[config.mk]
export PLATFORM = sky130hd
export DESIGN_NAME = centered_window_average_flat
export DESIGN_NICKNAME = d
export VERILOG_FILES = /design/src/design/cwa_pkg.sv /design/src/design/cwa_if.sv /design/src/design/centered_window_average.sv /design/src/flat_wrapper.sv
export SDC_FILE = /design/constraint.sdc
export NUM_CORES = 1
export LEC_CHECK = 0
export BUFFER_PORTS_ARGS = -buffer_cell sky130_fd_sc_hd__buf_2
export CELL_PAD_IN_SITES_DETAIL_PLACEMENT = 0
export CELL_PAD_IN_SITES_GLOBAL_PLACEMENT = 1
export CORE_MARGIN = 1.5
export CORE_UTILIZATION = 50
export CTS_BUF_LIST = sky130_fd_sc_hd__clkbuf_4
export DETAILED_ROUTE_END_ITERATION = 16
export MAX_ROUTING_LAYER = met4
export PLACE_DENSITY_LB_ADDON = 0.08
export SYNTH_ARGS = -nofsm -noshare
export SYNTH_HDL_FRONTEND = slang
export SYNTH_SLANG_ARGS = --single-unit
[constraint.sdc]
create_clock -name clk -period 6.18 [get_ports clk]
set_input_delay 1.236 -clock clk [delete_from_list [all_inputs] [get_ports clk]]
set_output_delay 1.236 -clock clk [all_outputs]
set_load 0.01 [all_outputs]
[src/design/cwa_pkg.sv]
// ============================================================================
// cwa_pkg - shared constants for the centered window average block
// Default sizes and the width of the radius register, used by the stream
// interfaces and by the top level.
// ============================================================================
package cwa_pkg;

    // Default largest window half width.
    localparam int MAX_RADIUS_DEF = 31;

    // Default width of one sample word.
    localparam int SAMPLE_BITS_DEF = 16;

    // Width of the radius configuration register.
    localparam int RADIUS_BITS = 5;

endpackage

[src/design/cwa_if.sv]
// ============================================================================
// cwa_if - stream channels of the centered window average block
// The sample channel carries one sample and its end-of-stream mark, and the
// result channel carries one average with its flags. Both use valid/ready.
// ============================================================================

// Sample channel: one word per accepted handshake.
interface cwa_in_if #(
    parameter int SAMPLE_BITS = cwa_pkg::SAMPLE_BITS_DEF
);
    logic                          valid;
    logic                          ready;
    logic signed [SAMPLE_BITS-1:0] sample;
    logic                          end_of_stream;

    modport source (
        output valid,
        output sample,
        output end_of_stream,
        input  ready
    );

    modport sink (
        input  valid,
        input  sample,
        input  end_of_stream,
        output ready
    );
endinterface

// Result channel: one word per accepted handshake.
interface cwa_out_if #(
    parameter int SAMPLE_BITS = cwa_pkg::SAMPLE_BITS_DEF
);
    logic                          valid;
    logic                          ready;
    logic signed [SAMPLE_BITS-1:0] average;
    logic                          has_average;
    logic                          last_result;

    modport source (
        output valid,
        output average,
        output has_average,
        output last_result,
        input  ready
    );

    modport sink (
        input  valid,
        input  average,
        input  has_average,
        input  last_result,
        output ready
    );
endinterface

[src/design/centered_window_average.sv]
// ============================================================================
// centered_window_average - centered moving average of radius k
// Keeps a ring of the last 2k+1 samples and their running sum, and divides
// the sum by 2k+1 with a shared radix-2 restoring divider.
// ============================================================================
//
//  Channel        Dir   Handshake      Word
//  -------------  ----  -------------  --------------------------------------
//  sample_stream  in    valid/ready    sample, end_of_stream
//  result_stream  out   valid/ready    average, has_average, last_result
//  cfg_wr_en      in    write strobe   cfg_wr_data = radius k
//
//  A sample that yields a full-window average goes from acceptance through
//  S_UPDATE, S_DIV and S_SEND before the block is ready again; the divider
//  does one quotient bit per cycle. A sample with no result passes through
//  S_UPDATE only; one that yields no average skips S_DIV. Each flushed result
//  after the last sample adds one word. A stalled result holds the block.
//  Reset clears the running sum, the ring pointer, the fill count and the
//  radius; the sample ring itself is not cleared.
//
module centered_window_average #(
    parameter int MAX_RADIUS  = cwa_pkg::MAX_RADIUS_DEF,
    parameter int SAMPLE_BITS = cwa_pkg::SAMPLE_BITS_DEF
) (
    input  logic                            clk,
    input  logic                            rst_n,
    input  logic                            cfg_wr_en,
    input  logic [cwa_pkg::RADIUS_BITS-1:0] cfg_wr_data,
    cwa_in_if.sink                          sample_stream,
    cwa_out_if.source                       result_stream
);
    import cwa_pkg::*;

    localparam int K_BITS     = $clog2(MAX_RADIUS + 1);
    localparam int W_BITS     = K_BITS + 1;
    localparam int LINE_DEPTH = 2 * MAX_RADIUS + 2;
    localparam int ADDR_BITS  = $clog2(LINE_DEPTH);
    localparam int TOTAL_BITS = SAMPLE_BITS + W_BITS;
    localparam int CNT_BITS   = $clog2(TOTAL_BITS + 1);

    typedef enum logic [1:0] {
        S_IDLE,
        S_UPDATE,
        S_DIV,
        S_SEND
    } state_t;

    state_t                         state_reg;
    logic signed [TOTAL_BITS-1:0]   total_reg;
    logic [ADDR_BITS-1:0]           slot_reg;
    logic [W_BITS-1:0]              seen_reg;
    logic [RADIUS_BITS-1:0]         radius_reg;
    logic [K_BITS-1:0]              flush_reg;
    logic [CNT_BITS-1:0]            div_cnt_reg;

    logic signed [SAMPLE_BITS-1:0]  sample_reg;
    logic                           eos_reg;
    logic signed [SAMPLE_BITS-1:0]  rd_data_reg;
    logic [TOTAL_BITS-1:0]          dvd_reg;
    logic [W_BITS-1:0]              rem_reg;
    logic                           neg_reg;
    logic signed [SAMPLE_BITS-1:0]  avg_reg;
    logic                           has_reg;
    logic                           last_reg;

    logic signed [SAMPLE_BITS-1:0]  line_mem [LINE_DEPTH];

    logic                           in_accept;
    logic                           out_accept;
    logic [K_BITS-1:0]              k_val;
    logic [W_BITS-1:0]              w_val;
    logic                           window_wrapped;
    logic signed [TOTAL_BITS-1:0]   total_next;
    logic [TOTAL_BITS-1:0]          mag_next;
    logic [W_BITS-1:0]              slot_inc;
    logic [ADDR_BITS-1:0]           slot_next;
    logic [W_BITS-1:0]              seen_next;
    logic                           full_next;
    logic                           has_result;
    logic [W_BITS:0]                div_shifted;
    logic                           div_ge;
    logic [W_BITS-1:0]              rem_next;
    logic [TOTAL_BITS-1:0]          dvd_next;
    logic [SAMPLE_BITS-1:0]         quot_mag;
    logic signed [SAMPLE_BITS-1:0]  avg_next;

    // Handshakes: one item in flight, the result register holds the block.
    assign in_accept           = sample_stream.valid && sample_stream.ready;
    assign out_accept          = result_stream.valid && result_stream.ready;
    assign sample_stream.ready = (state_reg == S_IDLE);
    assign result_stream.valid = (state_reg == S_SEND);

    assign result_stream.average     = avg_reg;
    assign result_stream.has_average = has_reg;
    assign result_stream.last_result = last_reg;

    // Effective radius saturates at the largest supported value.
    always_comb
    begin
        if (int'(radius_reg) > MAX_RADIUS)
        begin
            k_val = K_BITS'(MAX_RADIUS);
        end
        else
        begin
            k_val = K_BITS'(radius_reg);
        end
    end

    assign w_val = {k_val, 1'b1};

    // Window update: drop the oldest sample once the window is full.
    assign window_wrapped = (seen_reg >= w_val);
    assign total_next = total_reg
                      - (window_wrapped ? TOTAL_BITS'(rd_data_reg) : '0)
                      + TOTAL_BITS'(sample_reg);
    assign mag_next   = total_next[TOTAL_BITS-1] ? TOTAL_BITS'(-total_next)
                                                 : TOTAL_BITS'(total_next);

    // Ring pointer wraps at the window length.
    assign slot_inc  = W_BITS'(slot_reg) + W_BITS'(1);
    assign slot_next = (slot_inc >= w_val) ? '0 : ADDR_BITS'(slot_inc);

    // Fill count saturates at the window length.
    assign seen_next  = window_wrapped ? seen_reg : seen_reg + W_BITS'(1);
    assign full_next  = (seen_next == w_val);
    assign has_result = (seen_next > W_BITS'(k_val));

    // One restoring divider step: one quotient bit per cycle.
    assign div_shifted = {rem_reg, dvd_reg[TOTAL_BITS-1]};
    assign div_ge      = (div_shifted >= {1'b0, w_val});
    assign rem_next    = div_ge ? W_BITS'(div_shifted - {1'b0, w_val})
                                : div_shifted[W_BITS-1:0];
    assign dvd_next    = {dvd_reg[TOTAL_BITS-2:0], div_ge};
    assign quot_mag    = dvd_next[SAMPLE_BITS-1:0];
    assign avg_next    = neg_reg ? SAMPLE_BITS'(-quot_mag) : SAMPLE_BITS'(quot_mag);

    // Sequencer and stream state.
    always_ff @(posedge clk or negedge rst_n)
    begin
        if (!rst_n)
        begin
            state_reg   <= S_IDLE;
            total_reg   <= '0;
            slot_reg    <= '0;
            seen_reg    <= '0;
            radius_reg  <= '0;
            flush_reg   <= '0;
            div_cnt_reg <= '0;
        end
        else
        begin
            if (cfg_wr_en)
            begin
                radius_reg <= cfg_wr_data;
                total_reg  <= '0;
                slot_reg   <= '0;
                seen_reg   <= '0;
            end
            case (state_reg)
                S_IDLE:
                begin
                    if (in_accept)
                    begin
                        state_reg <= S_UPDATE;
                    end
                end
                S_UPDATE:
                begin
                    if (eos_reg)
                    begin
                        total_reg <= '0;
                        slot_reg  <= '0;
                        seen_reg  <= '0;
                    end
                    else
                    begin
                        total_reg <= total_next;
                        slot_reg  <= slot_next;
                        seen_reg  <= seen_next;
                    end
                    if (has_result)
                    begin
                        flush_reg <= eos_reg ? k_val : '0;
                        if (full_next)
                        begin
                            div_cnt_reg <= CNT_BITS'(TOTAL_BITS);
                            state_reg   <= S_DIV;
                        end
                        else
                        begin
                            state_reg <= S_SEND;
                        end
                    end
                    else if (eos_reg)
                    begin
                        flush_reg <= K_BITS'(seen_next - W_BITS'(1));
                        state_reg <= S_SEND;
                    end
                    else
                    begin
                        state_reg <= S_IDLE;
                    end
                end
                S_DIV:
                begin
                    div_cnt_reg <= div_cnt_reg - CNT_BITS'(1);
                    if (div_cnt_reg == CNT_BITS'(1))
                    begin
                        state_reg <= S_SEND;
                    end
                end
                S_SEND:
                begin
                    if (out_accept)
                    begin
                        if (flush_reg != '0)
                        begin
                            flush_reg <= flush_reg - K_BITS'(1);
                        end
                        else
                        begin
                            state_reg <= S_IDLE;
                        end
                    end
                end
                default:
                begin
                    state_reg <= S_IDLE;
                end
            endcase
        end
    end

    // Sample ring: written once per item, read with a registered port.
    always_ff @(posedge clk)
    begin
        if (state_reg == S_UPDATE)
        begin
            line_mem[slot_reg] <= sample_reg;
        end
        if (in_accept)
        begin
            rd_data_reg <= line_mem[slot_reg];
        end
    end

    // Input capture, divider registers and the result word.
    always_ff @(posedge clk)
    begin
        if (in_accept)
        begin
            sample_reg <= sample_stream.sample;
            eos_reg    <= sample_stream.end_of_stream;
        end
        case (state_reg)
            S_UPDATE:
            begin
                dvd_reg <= mag_next;
                rem_reg <= '0;
                neg_reg <= total_next[TOTAL_BITS-1];
                avg_reg <= '0;
                if (has_result)
                begin
                    has_reg  <= full_next;
                    last_reg <= eos_reg && (k_val == '0);
                end
                else
                begin
                    has_reg  <= 1'b0;
                    last_reg <= (seen_next == W_BITS'(1));
                end
            end
            S_DIV:
            begin
                dvd_reg <= dvd_next;
                rem_reg <= rem_next;
                if (div_cnt_reg == CNT_BITS'(1))
                begin
                    avg_reg <= avg_next;
                end
            end
            S_SEND:
            begin
                if (out_accept && (flush_reg != '0))
                begin
                    avg_reg  <= '0;
                    has_reg  <= 1'b0;
                    last_reg <= (flush_reg == K_BITS'(1));
                end
            end
            default:
            begin
            end
        endcase
    end

`ifndef NO_ASSERTIONS
    // The block never offers a result while it takes a new sample.
    assert property (@(posedge clk) disable iff (!rst_n)
        sample_stream.ready |-> !result_stream.valid)
    else $error("sample accepted while a result is pending");

    // The fill count never exceeds the window length.
    assert property (@(posedge clk) disable iff (!rst_n)
        seen_reg <= w_val)
    else $error("fill count beyond window length");

    // A word without an average carries zero.
    assert property (@(posedge clk) disable iff (!rst_n)
        result_stream.valid && !result_stream.has_average |-> result_stream.average == '0)
    else $error("non-zero average on a word without average");

    // The last result of a stream leaves the block idle with a fresh stream.
    assert property (@(posedge clk) disable iff (!rst_n)
        out_accept && result_stream.last_result |=> sample_stream.ready && seen_reg == '0)
    else $error("stream not restarted after its last result");
`endif

endmodule

[src/flat_wrapper.sv]
// flat-port wrapper written by rule: the top's interface ports become plain ports
module centered_window_average_flat import cwa_pkg::*;
#(
    parameter int MAX_RADIUS  = cwa_pkg::MAX_RADIUS_DEF,
    parameter int SAMPLE_BITS = cwa_pkg::SAMPLE_BITS_DEF
)
  (clk, rst_n, cfg_wr_en, cfg_wr_data, sample_stream_valid, sample_stream_sample, sample_stream_end_of_stream, sample_stream_ready, result_stream_valid, result_stream_average, result_stream_has_average, result_stream_last_result, result_stream_ready);
  cwa_in_if #(.SAMPLE_BITS(SAMPLE_BITS)) sample_stream_i ();
  cwa_out_if #(.SAMPLE_BITS(SAMPLE_BITS)) result_stream_i ();
  input  logic clk;
  input  logic rst_n;
  input  logic cfg_wr_en;
  input  logic [cwa_pkg::RADIUS_BITS-1:0] cfg_wr_data;
  input wire logic [$bits(sample_stream_i.valid)-1:0] sample_stream_valid;
  input wire logic [$bits(sample_stream_i.sample)-1:0] sample_stream_sample;
  input wire logic [$bits(sample_stream_i.end_of_stream)-1:0] sample_stream_end_of_stream;
  output wire logic [$bits(sample_stream_i.ready)-1:0] sample_stream_ready;
  output wire logic [$bits(result_stream_i.valid)-1:0] result_stream_valid;
  output wire logic [$bits(result_stream_i.average)-1:0] result_stream_average;
  output wire logic [$bits(result_stream_i.has_average)-1:0] result_stream_has_average;
  output wire logic [$bits(result_stream_i.last_result)-1:0] result_stream_last_result;
  input wire logic [$bits(result_stream_i.ready)-1:0] result_stream_ready;
  assign sample_stream_i.valid = sample_stream_valid;
  assign sample_stream_i.sample = sample_stream_sample;
  assign sample_stream_i.end_of_stream = sample_stream_end_of_stream;
  assign sample_stream_ready = sample_stream_i.ready;
  assign result_stream_valid = result_stream_i.valid;
  assign result_stream_average = result_stream_i.average;
  assign result_stream_has_average = result_stream_i.has_average;
  assign result_stream_last_result = result_stream_i.last_result;
  assign result_stream_i.ready = result_stream_ready;
  centered_window_average #(.MAX_RADIUS(MAX_RADIUS), .SAMPLE_BITS(SAMPLE_BITS)) u_core (.clk(clk), .rst_n(rst_n), .cfg_wr_en(cfg_wr_en), .cfg_wr_data(cfg_wr_data), .sample_stream(sample_stream_i), .result_stream(result_stream_i));
endmodule
# --- After elaboration in Yosys (flattened, before gate mapping) ---
# Memories as Yosys holds them, arrays and structs flattened. A register that Yosys moved wholly into a read port is not among the register bits.
# Index checks and enable logic that the tools add are counted.
totals:
  regBits: 115
  memories: 1
  output_inout_bits: 20
  in_bits: 27
  elab_cells: 106
  latch_bits: 0
  mem_bits_ro: 0
  ram_bits: 1024
memory_table:
  columns: ["memory", "depth", "width", "rd", "rd_ports_with_merged_regs", "wr", "line", "rtl"]
  rows:
  - ["u_core.line_mem", 64, 16, 1, 1, 1, "centered_window_average.sv:66", "logic signed [SAMPLE_BITS-1:0] line_mem [LINE_DEPTH];"]
op_classes:
  shift: 0
  n_eq_ne: 16
  n_bitwise: 0
  muxes: 44
  n_mul: 0
  order_cmp: 4
  reduce_logical: 16
  addsub: 10
  div: 0
ops:
  columns: ["operator", "count"]
  rows:
  - ["$mux 22", 5]
  - ["$mux 16", 3]
  - ["$mux 6", 8]
  - ["$pmux 16 s3", 1]
  - ["$pmux 22 s2", 1]
  - ["$mux 5", 7]
  - ["$add 22x22->22", 1]
  - ["$neg 22->22", 1]
  - ["$sub 22x22->22", 1]
  - ["$pmux 5 s2", 2]
  - ["$neg 16->16", 1]
  - ["$sub 5x1->5 const B", 3]
  - ["$add 6x1->6 const B", 2]
  - ["$ge 6x6->1", 2]
  - ["$mux 2", 6]
  - ["$pmux 6 s2", 1]
  - ["$eq 5x1->1 const B", 2]
  - ["$ne 2x2->1 const B", 5]
  - ["$pmux 2 s4", 1]
  - ["$reduce_and 4->1", 2]
  - ["$ge 7x6->1", 1]
  - ["$mux 1", 7]
  - ["$eq 6x1->1 const B", 1]
  - ["$eq 6x6->1", 1]
  - ["15 further kinds", 25]

# --- Logic depth before layout (Yosys ltp) ---
logic_depth:
  depth_word: 7
  ltp_mapped: 25
  mapped_depth_nobuf: 21

# --- Worst setup path before layout ---
# No wires, ideal clock.
synth_path:
  kind: "register to register"
  startpoint: "register u_core.radius_reg[0], in the netlist u_core.k_val[0]"
  endpoint: "register u_core.dvd_reg[20] (data pin)"
  n_path_buf: 3
  t_arrival_ns: 5.164
  required_ns: 5.920
  stages_incl_launch_ff: 23
  period_less_slack_ns: 5.423
  setup_slack_ns: 0.757
  setup_ns: 0.260
  path_cell_list: "dfrtp_1 > clkbuf_1 > inv_1 > ha_1 > a21o_1 > a21oi_1 > o21ai_1 > clkbuf_1 > and3_1 > fa_1 > inv_1 > ha_1 > buf_6 > a2111oi_4 > o21ai_1 > nand2_1 > xnor2_1 > or4b_4 > or4_4 > nor3_4 > a41oi_1 > xor2_1 > mux2_2"
synth_via:
  elab_chain_len: 7
synth_lines:
  columns: ["element", "line", "rtl"]
  rows:
  - ["start: declaration", "centered_window_average.sv:52", "logic [RADIUS_BITS-1:0] radius_reg;"]
  - ["start signal: assignment", "centered_window_average.sv:155", "radius_reg <= cfg_wr_data;"]
  - ["$ge 6x6->1 *", "centered_window_average.sv:113", "assign window_wrapped = (seen_reg >= w_val);"]
  - ["$mux 22 *", "centered_window_average.sv:115", "- (window_wrapped ? TOTAL_BITS'(rd_data_reg) : '0)"]
  - ["$sub 22x22->22 *", "centered_window_average.sv:115", null]
  - ["$add 22x22->22 *", "centered_window_average.sv:116", "+ TOTAL_BITS'(sample_reg);"]
  - ["$neg 22->22", "centered_window_average.sv:117", "assign mag_next = total_next[TOTAL_BITS-1] ? TOTAL_BITS'(-total_next)"]
  - ["$mux 22 *", "centered_window_average.sv:117", null]
  - ["$pmux 22 s2 *", "centered_window_average.sv:256", "case (state_reg)"]
  - ["end signal: assignment", "centered_window_average.sv:259", "dvd_reg <= mag_next;"]
  - ["end signal: assignment", "centered_window_average.sv:276", "dvd_reg <= dvd_next;"]
  - ["end: declaration", "centered_window_average.sv:59", "logic [TOTAL_BITS-1:0] dvd_reg;"]
# Mark *: on every way between the ends. The rest lies on a longest branch, timed or not.
# A chain may end at the register's enable or synchronous reset.

# --- Worst setup path in the final report ---
layout_path:
  startpoint: "register u_core.radius_reg[4], in the netlist u_core.k_val[4]"
  endpoint: "register u_core.dvd_reg[20] (data pin)"
# The elaborated chain is that of the path after synthesis.

==> impl_metrics.prom <==
# TYPE chip_impl_metric gauge
chip_impl_info{name="yosys-top-cells-area",value="edfxtp_1, a22oi_1, dfrtp_1, a22o_1, a221oi_1"} 1
chip_impl_metric{name="finalCriticalPeriod",unit="ns"} 5.60
chip_impl_metric{name="die_area",unit="mm2"} 0.0932
chip_impl_metric{name="rows",unit=""} 110
chip_impl_metric{name="coreArea",unit="mm2"} 0.0903
chip_impl_metric{name="cpPeakStageDelay",unit="ns"} 0.60
chip_impl_info{name="hp-class",value="input port to async pin"} 1
chip_impl_metric{name="postCtsSetupBuffers",unit=""} 0
chip_impl_metric{name="firstDrtPassIters",unit=""} 6
chip_impl_metric{name="synthesis.area_per_instance",unit="um2"} 16.1
chip_impl_metric{name="detailed_place_hpwl",unit="um"} 75400
chip_impl_info{name="r2r-start",value="u_core.k_val[4]$_DFFE_PN0P_"} 1
chip_impl_metric{name="gr-total-overflow",unit=""} 0
chip_impl_metric{name="measured_slew_at_the_worst_slew_check_pin",unit="ns"} 1.29
chip_impl_metric{name="ys_seq_area_share",unit="%"} 75.3
chip_impl_metric{name="antenna_found_initial",unit=""} 3
chip_impl_metric{name="synthCells",unit=""} 2841
chip_impl_info{name="setup.worst_path.class",value="register to register"} 1
chip_impl_info{name="cts_tree",value="built"} 1
chip_impl_metric{name="timing.setup.tns",unit="ns"} 0
chip_impl_metric{name="finalHoldViolations",unit=""} 0
chip_impl_metric{name="cts_sinks",unit=""} 1155
chip_impl_metric{name="finalSetupViolCount",unit=""} 0
chip_impl_metric{name="max-vdd-ir-drop",unit="uV"} 275
chip_impl_metric{name="first_global_vias",unit=""} 28000
chip_impl_info{name="crit_chain",value="inv_1 > ha_1 > o21ai_0 > nand2b_1 > and3_1 > ha_1 > inv_1 > ha_1 > fa_1 > a211oi_2 > o21bai_1 > a21oi_2 > xnor2_1 > or4b_4 > or4_4 > nor3_4 > a41oi_1 > xor2_1 > mux2_2"} 1
chip_impl_metric{name="critical_path_peak_fanout",unit=""} 13
chip_impl_metric{name="global_route.usage.total",unit="%"} 28.7
chip_impl_metric{name="remaining_drc_errors",unit=""} 0
chip_impl_metric{name="worst-path-stages",unit=""} 19
chip_impl_metric{name="wl",unit="um"} 129000
chip_impl_metric{name="maxClockFrequency",unit="MHz"} 179
chip_impl_info{name="critical-path-top-cell-by-count",value="ha_1"} 1
chip_impl_info{name="timing.critical_path.max_delay_family",value="simple AND/OR/NAND/NOR gates"} 1
chip_impl_metric{name="cts_bufs_inserted",unit=""} 310
chip_impl_metric{name="chipWidth",unit="um"} 305
chip_impl_metric{name="initial_core_util",unit="%"} 50.6
chip_impl_metric{name="detail-route-antenna-nets",unit=""} 0
chip_impl_metric{name="regToRegSetupSlack",unit="ns"} 0.58
chip_impl_metric{name="cp_data_required_time",unit="ns"} 7.03
chip_impl_metric{name="synth_edf_count",unit=""} 1104
chip_impl_metric{name="powerDensity",unit="mW/mm2"} 429
chip_impl_metric{name="grt_pass1_wl",unit="um"} 187000
chip_impl_metric{name="whs",unit="ns"} 0.221
chip_impl_metric{name="clkTransAtPathRegs",unit="ns"} 0.07
chip_impl_metric{name="port-buffer-count",unit=""} 46
chip_impl_metric{name="syn2layout_area_growth",unit="%"} 13.0
chip_impl_metric{name="cts.repair.resized",unit=""} 0
chip_impl_info{name="ctsRootBufferMaster",value="clkbuf_4"} 1
chip_impl_metric{name="cts_max_path_buffers",unit=""} 4
chip_impl_metric{name="critPathBufInv",unit=""} 2
chip_impl_metric{name="synth-xor-area-share",unit="%"} 1.36
chip_impl_metric{name="worst_clock_skew",unit="ns"} 0.0744
chip_impl_metric{name="power.static_leakage",unit="nW"} 17.5
chip_impl_metric{name="synth.net_count",unit=""} 2948
chip_impl_metric{name="count_of_distinct_cell_types_in_the_synthesized_netlist",unit=""} 66
chip_impl_metric{name="synthMuxAreaShare",unit="%"} 0.526
chip_impl_metric{name="die_height",unit="um"} 305
chip_impl_metric{name="drive_above_1_share",unit="%"} 20.6
chip_impl_metric{name="synth-compound-area-share",unit="%"} 13.4
chip_impl_metric{name="routed_via_count",unit=""} 27900
chip_impl_metric{name="cts.htree.levels",unit=""} 5
chip_impl_metric{name="wire_per_inst",unit="um"} 28.3
chip_impl_metric{name="yosys.area_share.simple",unit="%"} 4.54
chip_impl_metric{name="syn-cell-area",unit="mm2"} 0.0457
chip_impl_info{name="timing.critical_path.from_type",value="register"} 1
chip_impl_metric{name="pin_count",unit=""} 47
chip_impl_metric{name="reg2reg_depth",unit=""} 19
chip_impl_metric{name="timing.slew.headroom",unit="%"} 13.5
chip_impl_info{name="grt_setup_unrepaired",value="false"} 1
chip_impl_info{name="synth_top_family_by_area",value="compound AO/OA/AOI/OAI gates"} 1
chip_impl_info{name="postSynth.topFlopCell",value="edfxtp_1"} 1
chip_impl_metric{name="asyncSetResetFlopFracSynth",unit="%"} 4.42
chip_impl_metric{name="finalCritPeriodShare",unit="%"} 90.6
chip_impl_metric{name="drv_cap",unit=""} 0
chip_impl_metric{name="slew_violations",unit=""} 0
chip_impl_metric{name="yosysTopAreaCellShare",unit="%"} 72.6
chip_impl_metric{name="postCtsHoldBufs",unit=""} 0
chip_impl_info{name="regToRegEndpoint",value="u_core.dvd_reg[20]$_DFFE_PP_"} 1
chip_impl_metric{name="synth-seq-cells",unit=""} 1155
chip_impl_metric{name="post_drt_via_cell_ratio",unit=""} 6.14
chip_impl_info{name="endpoint_kind",value="register"} 1
chip_impl_metric{name="placer_congestion_estimate",unit=""} 0.865
chip_impl_info{name="critical-path-slowest-cell",value="or4b_4"} 1
chip_impl_metric{name="yosys_warnings",unit=""} 0
chip_impl_metric{name="largest_register_ffs",unit=""} 1024
chip_impl_metric{name="crit_arrival",unit="ns"} 6.46
chip_impl_metric{name="num-nets-final",unit=""} 3285
chip_impl_metric{name="grt_start_max_net_pins",unit=""} 66
chip_impl_metric{name="source_to_sink_clock_delay_at_the_later_pin_of_the_worst_skew_pair",unit="ns"} 1.14
chip_impl_metric{name="drt_iter0_markers",unit=""} 3269
chip_impl_info{name="status",value="completed"} 1
chip_impl_info{name="post-synth-top-area-cell",value="edfxtp_1"} 1
chip_impl_metric{name="synth_adder_area_share",unit="%"} 2.55
## layer usage
metal	up-vias	track usage (%)	share of wire [%]
li1	12300	-	-
met1	14200	36.9	40
met2	1242	45.7	49
met3	191	5.17	7.3
met4	0	10.8	3.1
met5	-	-	0
## layout make-up
cell class	count	area (um2)
Fill cell	7300	38700
Sequential cell	1155	34400
Multi-Input combinational cell	1406	10300
Clock buffer	434	3260
Tap cell	1176	1470
Timing Repair Buffer	194	1440
Inverter	111	417
Clock inverter	74	337
Antenna cell	2	5.00
## worst max-delay path by stage
stage	start	to	slack, ns
2_1_floorplan	u_core.k_val[0]$_DFFE_PN0P_	u_core.dvd_reg[20]$_DFFE_PP_	0.76
3_3_place_gp	u_core.k_val[1]$_DFFE_PN0P_	u_core.dvd_reg[20]$_DFFE_PP_	0.33
3_5_place_dp	u_core.k_val[1]$_DFFE_PN0P_	u_core.dvd_reg[20]$_DFFE_PP_	0.27
4_1_cts	u_core.k_val[1]$_DFFE_PN0P_	u_core.dvd_reg[20]$_DFFE_PP_	0.26
5_1_grt	u_core.k_val[4]$_DFFE_PN0P_	u_core.dvd_reg[10]$_DFFE_PP_	0.08
6_report	u_core.k_val[4]$_DFFE_PN0P_	u_core.dvd_reg[20]$_DFFE_PP_	0.58
## power by group
part	internal, mW	total, mW	switching, mW
sequential	9.48	9.75	0.263
clock	3.29	6.27	2.97
combinational	2.24	6.14	3.90
## cell usage in the layout (no fill, tap or decap), types with 7 or more instances in the layout
cell type / instances
nor3_1: 12
a22oi_1: 300
a21oi_1: 56
nor2_1: 99
dfrtp_1: 51
xnor2_1: 49
a221oi_1: 107
a21o_1: 10
or3_1: 9
o21ai_0: 58
clkbuf_4: 434
nand4_1: 27
edfxtp_1: 1104
ha_1: 57
nor4_1: 24
buf_2: 46
xor2_1: 22
mux2_2: 16
nand3_1: 39
o31ai_1: 7
nand2b_1: 12
buf_4: 140
inv_2: 9
inv_1: 111
a22o_1: 121
nor2b_1: 14
fa_1: 22
and2_1: 19
buf_12: 8
clkinv_1: 58
a31oi_1: 112
and3_1: 23
nand2_1: 94
## cells in the mapped netlist (13+ instances only)
cell	count
mux2_2	16
fa_1	22
nand4_1	27
inv_1	111
nor2b_1	15
nor2_1	102
nand3_1	39
clkbuf_1	139
and2_1	20
nor3_1	13
nor4_1	24
a22oi_1	300
a21oi_1	56
a31oi_1	112
edfxtp_1	1104
xnor2_1	49
a22o_1	121
dfrtp_1	51
a221oi_1	107
ha_1	58
xor2_1	22
nand2_1	94
and3_1	24
buf_1	29
o21ai_0	58
## metrics by stage
step	instance area, um2	util, %	power [mW]	cells	setup WS [ns]
final	51600	57.2	22.1	4552	0.578
after global routing	51600	57.2	23.3	4552	0.0822
after global placement	48000	53.2	16.0	4042	0.333
after floorplan	45700	-	13.9	2841	0.757
after CTS	51600	57.2	22.3	4550	0.256
after detailed placement	48000	53.2	16.1	4042	0.274
## kinds of logic (layout without fill, tap and decap cells)
kind of cell	Yosys count	count (layout)
multiplexers	22	22
XOR/XNOR	71	71
adder cells (fa/ha/maj)	80	80
other	0	2
AND/OR/NAND/NOR	410	410
flip-flops	1155	1155
AO/OA/AOI/OAI	823	823
buffers and inverters	280	813
(Power assumes the default switching activity.)
